--- src/rtl/min_heap_priority_queue_macros.svh ---
// Assertion helpers for the heap RTL.
`ifndef MIN_HEAP_PRIORITY_QUEUE_MACROS_SVH
`define MIN_HEAP_PRIORITY_QUEUE_MACROS_SVH

// Clocked check, idle while reset is asserted.
`define MHPQ_ASSERT(label, prop, msg) \
    label: assert property (@(posedge clk) disable iff (!rst_n) prop) \
        else $error(msg);

// Condition that must never be seen at a clock edge.
`define MHPQ_NEVER(label, cond, msg) \
    `MHPQ_ASSERT(label, !(cond), msg)

`endif

--- src/rtl/mhpq_pkg.sv ---
`default_nettype none

package mhpq_pkg;

    localparam int KEY_W             = 32;
    localparam int DEF_CAPACITY      = 64;
    localparam int DEF_PAYLOAD_WIDTH = 16;

    typedef enum logic
    {
        OP_INSERT = 1'b0,
        OP_DELETE = 1'b1
    } op_t;

    typedef enum logic [1:0]
    {
        ST_OK    = 2'd0,
        ST_FULL  = 2'd1,
        ST_EMPTY = 2'd2
    } status_t;

    typedef enum logic [2:0]
    {
        S_IDLE,
        S_START,
        S_FETCH,
        S_WALK,
        S_RESP
    } state_t;

    typedef struct packed
    {
        logic valid;
        logic is_del;
        logic shifting;
    } tok_ctrl_t;

    function automatic logic key_less(input logic signed [KEY_W-1:0] a,
                                      input logic signed [KEY_W-1:0] b);
        return a < b;
    endfunction

endpackage

`default_nettype wire

--- src/rtl/mhpq_ram.sv ---
`default_nettype none

module mhpq_ram #(
    parameter int WIDTH = 8,
    parameter int DEPTH = 2
) (
    input  wire logic                                     clk,
    input  wire logic                                     we,
    input  wire logic [((DEPTH > 1) ? $clog2(DEPTH) : 1)-1:0] waddr,
    input  wire logic [WIDTH-1:0]                         wdata,
    input  wire logic [((DEPTH > 1) ? $clog2(DEPTH) : 1)-1:0] raddr_a,
    output logic      [WIDTH-1:0]                         rdata_a,
    input  wire logic [((DEPTH > 1) ? $clog2(DEPTH) : 1)-1:0] raddr_b,
    output logic      [WIDTH-1:0]                         rdata_b
);

    logic [WIDTH-1:0] mem_reg [DEPTH];
    logic [WIDTH-1:0] rd_a_reg;
    logic [WIDTH-1:0] rd_b_reg;

    always_ff @(posedge clk)
    begin
        if (we)
        begin
            mem_reg[waddr] <= wdata;
        end
        rd_a_reg <= mem_reg[raddr_a];
        rd_b_reg <= mem_reg[raddr_b];
    end

    assign rdata_a = rd_a_reg;
    assign rdata_b = rd_b_reg;

endmodule

`default_nettype wire

--- src/rtl/mhpq_cell.sv ---
`default_nettype none

module mhpq_cell import mhpq_pkg::*; #(
    parameter int LEVEL         = 0,
    parameter int LEVELS        = 7,
    parameter int PAYLOAD_WIDTH = DEF_PAYLOAD_WIDTH
) (
    input  wire logic                            clk,
    input  wire logic                            rst_n,
    input  wire tok_ctrl_t                       in_ctrl,
    input  wire logic [LEVELS-2:0]               in_pos,
    input  wire logic signed [KEY_W-1:0]         in_key,
    input  wire logic [PAYLOAD_WIDTH-1:0]        in_pay,
    input  wire logic [LEVELS-1:0]               in_num,
    input  wire logic [$clog2(LEVELS)-1:0]       in_dep,
    output tok_ctrl_t                            out_ctrl,
    output logic [LEVELS-2:0]                    out_pos,
    output logic signed [KEY_W-1:0]              out_key,
    output logic [PAYLOAD_WIDTH-1:0]             out_pay,
    output logic [LEVELS-1:0]                    out_num,
    output logic [$clog2(LEVELS)-1:0]            out_dep,
    input  wire logic                            peek_en,
    input  wire logic [LEVELS-2:0]               peek_pos,
    output logic signed [KEY_W-1:0]              peek_key,
    output logic [PAYLOAD_WIDTH-1:0]             peek_pay,
    input  wire logic                            uw_in_en,
    input  wire logic [LEVELS-2:0]               uw_in_pos,
    input  wire logic signed [KEY_W-1:0]         uw_in_key,
    input  wire logic [PAYLOAD_WIDTH-1:0]        uw_in_pay,
    output logic                                 uw_out_en,
    output logic [LEVELS-2:0]                    uw_out_pos,
    output logic signed [KEY_W-1:0]              uw_out_key,
    output logic [PAYLOAD_WIDTH-1:0]             uw_out_pay,
    output logic                                 done
);

    localparam int AW        = (LEVEL > 0) ? LEVEL : 1;
    localparam int POS_W     = LEVELS - 1;
    localparam int CNT_W     = LEVELS;
    localparam int DEP_W     = $clog2(LEVELS);
    localparam int IDX_W     = LEVELS + 2;
    localparam int ENT_W     = KEY_W + PAYLOAD_WIDTH;
    localparam int BASE      = (1 << LEVEL) - 1;
    localparam int NEXT_BASE = (1 << (LEVEL + 1)) - 1;

    tok_ctrl_t                  ctrl_reg;
    logic [POS_W-1:0]           pos_reg;
    logic signed [KEY_W-1:0]    key_reg;
    logic [PAYLOAD_WIDTH-1:0]   pay_reg;
    logic [CNT_W-1:0]           num_reg;
    logic [DEP_W-1:0]           dep_reg;

    logic [AW-1:0]              raddr_a;
    logic [AW-1:0]              raddr_b;
    logic [ENT_W-1:0]           rd_a;
    logic [ENT_W-1:0]           rd_b;
    logic signed [KEY_W-1:0]    a_key;
    logic signed [KEY_W-1:0]    b_key;
    logic [PAYLOAD_WIDTH-1:0]   a_pay;
    logic [PAYLOAD_WIDTH-1:0]   b_pay;

    logic                       own_we;
    logic [AW-1:0]              own_addr;
    logic [ENT_W-1:0]           own_data;
    logic                       ram_we;
    logic [AW-1:0]              ram_waddr;
    logic [ENT_W-1:0]           ram_wdata;

    logic [IDX_W-1:0]           left_idx;
    logic [IDX_W-1:0]           right_idx;
    logic [IDX_W-1:0]           grand_idx;
    logic                       l_ok;
    logic                       r_ok;
    logic                       sel_l;
    logic                       sel_r;
    logic signed [KEY_W-1:0]    best_key;
    logic [AW-1:0]              child;
    logic [DEP_W-1:0]           bit_idx;
    logic                       path_bit;

    always_ff @(posedge clk or negedge rst_n)
    begin
        if (!rst_n)
        begin
            ctrl_reg <= '0;
        end
        else
        begin
            ctrl_reg <= in_ctrl;
        end
    end

    always_ff @(posedge clk)
    begin
        if (in_ctrl.valid)
        begin
            pos_reg <= in_pos;
            key_reg <= in_key;
            pay_reg <= in_pay;
            num_reg <= in_num;
            dep_reg <= in_dep;
        end
    end

    always_comb
    begin
        if (peek_en)
        begin
            raddr_a = (LEVEL == 0) ? AW'(0) : peek_pos[AW-1:0];
        end
        else if (in_ctrl.is_del)
        begin
            raddr_a = AW'({in_pos, 1'b0});
        end
        else
        begin
            raddr_a = in_pos[AW-1:0];
        end
        raddr_b = AW'({in_pos, 1'b1});
    end

    mhpq_ram #(
        .WIDTH (ENT_W),
        .DEPTH (1 << AW)
    ) u_ram (
        .clk     (clk),
        .we      (ram_we),
        .waddr   (ram_waddr),
        .wdata   (ram_wdata),
        .raddr_a (raddr_a),
        .rdata_a (rd_a),
        .raddr_b (raddr_b),
        .rdata_b (rd_b)
    );

    assign a_key    = rd_a[KEY_W-1:0];
    assign a_pay    = rd_a[ENT_W-1:KEY_W];
    assign b_key    = rd_b[KEY_W-1:0];
    assign b_pay    = rd_b[ENT_W-1:KEY_W];
    assign peek_key = a_key;
    assign peek_pay = a_pay;

    assign left_idx  = IDX_W'(BASE) + IDX_W'({pos_reg, 1'b0});
    assign right_idx = left_idx + IDX_W'(1);
    assign l_ok      = left_idx < IDX_W'(num_reg);
    assign r_ok      = right_idx < IDX_W'(num_reg);
    assign sel_l     = l_ok && key_less(a_key, key_reg);
    assign best_key  = sel_l ? a_key : key_reg;
    assign sel_r     = r_ok && key_less(b_key, best_key);
    assign child     = AW'({pos_reg, sel_r});
    assign grand_idx = IDX_W'(NEXT_BASE) + IDX_W'({child, 1'b0});
    assign bit_idx   = dep_reg - DEP_W'(LEVEL) - DEP_W'(1);
    assign path_bit  = num_reg[bit_idx];

    always_comb
    begin
        own_we     = 1'b0;
        own_addr   = pos_reg[AW-1:0];
        own_data   = {pay_reg, key_reg};
        out_ctrl   = '0;
        out_pos    = '0;
        out_key    = key_reg;
        out_pay    = pay_reg;
        out_num    = num_reg;
        out_dep    = dep_reg;
        uw_out_en  = 1'b0;
        uw_out_pos = pos_reg;
        uw_out_key = key_reg;
        uw_out_pay = pay_reg;
        done       = 1'b0;

        if (ctrl_reg.valid && !ctrl_reg.is_del)
        begin
            if (dep_reg == DEP_W'(LEVEL))
            begin
                own_we = 1'b1;
                done   = 1'b1;
            end
            else
            begin
                out_ctrl.valid  = 1'b1;
                out_ctrl.is_del = 1'b0;
                out_pos         = POS_W'({pos_reg[AW-1:0], path_bit});
                if (ctrl_reg.shifting || key_less(key_reg, a_key))
                begin
                    // take this slot, push the old entry one level down
                    own_we            = 1'b1;
                    out_key           = a_key;
                    out_pay           = a_pay;
                    out_ctrl.shifting = 1'b1;
                end
            end
        end
        else if (ctrl_reg.valid)
        begin
            uw_out_en = 1'b1;
            if (sel_l || sel_r)
            begin
                uw_out_key = sel_r ? b_key : a_key;
                uw_out_pay = sel_r ? b_pay : a_pay;
                if (grand_idx < IDX_W'(num_reg))
                begin
                    out_ctrl.valid  = 1'b1;
                    out_ctrl.is_del = 1'b1;
                    out_pos         = POS_W'(child);
                end
                else
                begin
                    own_we   = 1'b1;
                    own_addr = child;
                    done     = 1'b1;
                end
            end
            else
            begin
                done = 1'b1;
            end
        end
    end

    always_comb
    begin
        ram_we = own_we || uw_in_en;
        if (own_we)
        begin
            ram_waddr = own_addr;
            ram_wdata = own_data;
        end
        else
        begin
            ram_waddr = uw_in_pos[AW-1:0];
            ram_wdata = {uw_in_pay, uw_in_key};
        end
    end

endmodule

`default_nettype wire

--- config.mk ---
export PLATFORM = sky130hd
export DESIGN_NAME = mhpq_cell
export DESIGN_NICKNAME = d
export VERILOG_FILES = /design/src/rtl/min_heap_priority_queue_macros.svh /design/src/rtl/mhpq_pkg.sv /design/src/rtl/mhpq_ram.sv /design/src/rtl/mhpq_cell.sv
export SDC_FILE = /design/constraint.sdc
export NUM_CORES = 1
export LEC_CHECK = 0
export ABC_AREA = 0
export BUFFER_PORTS_ARGS = -buffer_cell sky130_fd_sc_hd__buf_4
export CAP_MARGIN = 40
export CORE_UTILIZATION = 45
export DETAILED_ROUTE_END_ITERATION = 10
export GPL_TIMING_DRIVEN = 1
export HOLD_SLACK_MARGIN = 0.1
export PLACE_DENSITY = 0.72
export SYNTH_ARGS = -nofsm -noshare
export SYNTH_HDL_FRONTEND = slang
export SYNTH_SLANG_ARGS = --single-unit
--- constraint.sdc ---
create_clock -name clk -period 6.8 [get_ports clk]
set_input_delay 1.36 -clock clk [delete_from_list [all_inputs] [get_ports clk]]
set_output_delay 1.36 -clock clk [all_outputs]
set_load 0.03 [all_outputs]
==> impl_metrics.ini <==
[die]
num_rows = 59
dieArea_um2 = 27000
start_util = 0.457
die_width_um = 164
core_area_um2 = 26000
ios = 302
die_h_um = 164

[setup_path]
critPathMaxFanout = 7
crit_type = flop to output port
startpoint = u_ram.rdata_a[24]$_DFF_P_
reg2reg_depth = 23
required_ps = 5440
slowest_delay_ps = 390
r2r-start = u_ram.rdata_a[24]$_DFF_P_
critPathBufInv = 8
path_delay_family = simple AND/OR/NAND/NOR gates
path_depth = 25
cp-start-kind = flop
worst_setup_path_end_kind = output port
crit_arrival_ps = 5890
crit_path_top_delay_cell = a211o_4

[placement]
numPlacedInstances = 1652
io_buffers = 286
place_ws_ps = -285
gp_congestion = 0.910
dp_hpwl_um = 25400

[drt]
finalWirelength_um = 36900
dr.pass1.iters = 5
remaining_drc_errors = 0
wire_per_inst_um = 21.1
vias_per_cell = 5.48
vias = 9569
drt_iter0_drc = 618
ant_nets = 0

[synthesis]
ys_async_sr_fraction = 0.0116
synthFlopType = edfxtp_1
synth_warnings = 0
synth_seq_cells = 259
synth_area_um2 = 11900
seq_area_frac_synth = 0.573
synth_edf_count = 160
synth.distinct_cells = 61
synthCells = 980
postSynthAreaPerCell_um2 = 12.1

[clock_tree]
clock_latency_ps = 550
clock-root-buffer = clkbuf_16
cts_tree = built
htreeDepth = 1
hold_buffers = 0
clk_pin_slew_ps = 70
cts.sinks = 259
cts_buffers = 28
clockBufferDepth = 3

[run_status]
violations = setup timing
status = finished, violations left

[hold_path]
min_from = u_ram.mem_reg[1][20]$_DFFE_PP_
hold_class = flop to flop
min_path_cells = 0

[sta]
tightest_slew_ps = 820
slew_headroom = 0.453
period_share = 1.07
setup-tns-final_ps = -19390
hold_slack_ps = 360
maxSlewViolCount = 0
rsz0062_at_grt = yes
skew_ps = 19.1
hold_viol = 0
worst_slack_ps = -450
period_needed_ps = 7250
setup_viol = 52
fmaxAchievable_mhz = 138

[global_routing]
grt_use_total = 0.258
grt_remaining_overflow = 0
antenna_found_initial = 1
grt_pass1_wl_um = 52500
grt_pass1_vias = 9518
grt_start_max_net_pins = 69

[flow_run]
maxCapViolCount = 0

[finish]
final_cells = 1747
mostFrequentLayoutCell = buf_4
layout_common_cells = buf_4 (337), edfxtp_1 (160), mux2_2 (93)
area_growth_pct = 54.1
fin_nets = 1592
largest_reg_flops = 96
drive_above_1_share = 0.544

[power]
p_leak_nw = 7.75
ir_drop_v = 0.000251
powerDensity_nw_per_um2 = 295
power.total_mw = 5.40
## cell usage after synthesis, types with 11 or more instances
library cell  count  area, um^2
a21oi_1         103         515
clkbuf_1         38         143
dfxtp_1          96        1920
edfxtp_1        160        4800
ha_1             72         901
inv_1            97         364
mux2_2           93        1050
mux2_4           20         300
nand2_1          51         191
nand4_1          14        87.6
nor2_1           44         165
nor3_1           11        55.1
o21ai_0          46         230
o32ai_1          48         420
## area by class of cell
class	instances	area, um^2
Clock buffer	36	791
Tap cell	335	419
Clock inverter	16	198
Multi-Input combinational cell	579	5840
Antenna cell	1	2.50
Inverter	97	364
Timing Repair Buffer	424	3860
Sequential cell	259	6820
Fill cell	1743	7690
## worst register-to-register path, cell delays in order (launching register included)
cell	delay, ps
dfxtp_2	380
inv_1	100
ha_1	290
nand4_1	280
nor4_2	340
buf_4	170
o41a_1	260
nor3_4	80
a211o_4	390
buf_12	180
nor2_4	150
a21oi_4	50
ha_1	300
nand4_1	220
nor3_4	240
nand4_1	190
nor4_2	360
buf_4	170
o311a_4	200
a21o_1	200
buf_4	140
o221a_4	200
buf_4	350
mux2_2	450
## layer usage
layer,share of wire,up-vias,global-route usage
li1,-,4456,-
met1,0.40,4651,0.312
met2,0.51,372,0.459
met3,0.061,90,0.0465
met4,0.036,0,0.0901
met5,0,-,0
## cells by family after synthesis
group	after synthesis	synth area share
compound gates	236	0.126
buf+inv	146	0.0496
simple gates	149	0.0581
other cells	1	0.000316
mux	116	0.117
fa+ha+maj	72	0.0759
flops	259	0.573
xor+xnor	1	0.000738
## final timing paths
path | to | slack (ps)
min | u_ram.rdata_b[20]$_DFF_P_ | 360
max reg2reg | u_ram.mem_reg[0][14]$_DFFE_PP_ | 850
max in group asynchronous | ctrl_reg[2]$_DFF_PN0_ | 6120
min reg2reg | u_ram.rdata_b[20]$_DFF_P_ | 360
min in group asynchronous | ctrl_reg[0]$_DFF_PN0_ | 590
max | uw_out_key[7] | -450
## repair_timing
| item | CTS | global route |
|---|---|---|
| pin swaps | 37 | 25 |
| endpoints found under the setup margin | 52 | 52 |
| setup buffers | 21 | 14 |
| gates cloned | 3 | 7 |
| resized for setup | 125 | 106 |
## where the power goes
group          total, mW  internal (mW)  leakage [nW]  switching (mW)
clock               1.57          0.943         0.481           0.631
combinational       1.90          0.859          4.89            1.04
sequential          1.93           1.83          2.38           0.105
## metrics by stage
step,util,instance area (um^2)
after floorplan,-,12200
after global placement,0.595,15500
after detailed placement,0.597,15500
after CTS,0.671,17400
after global routing,0.704,18300
final,0.704,18300
(Power assumes the default switching activity.)
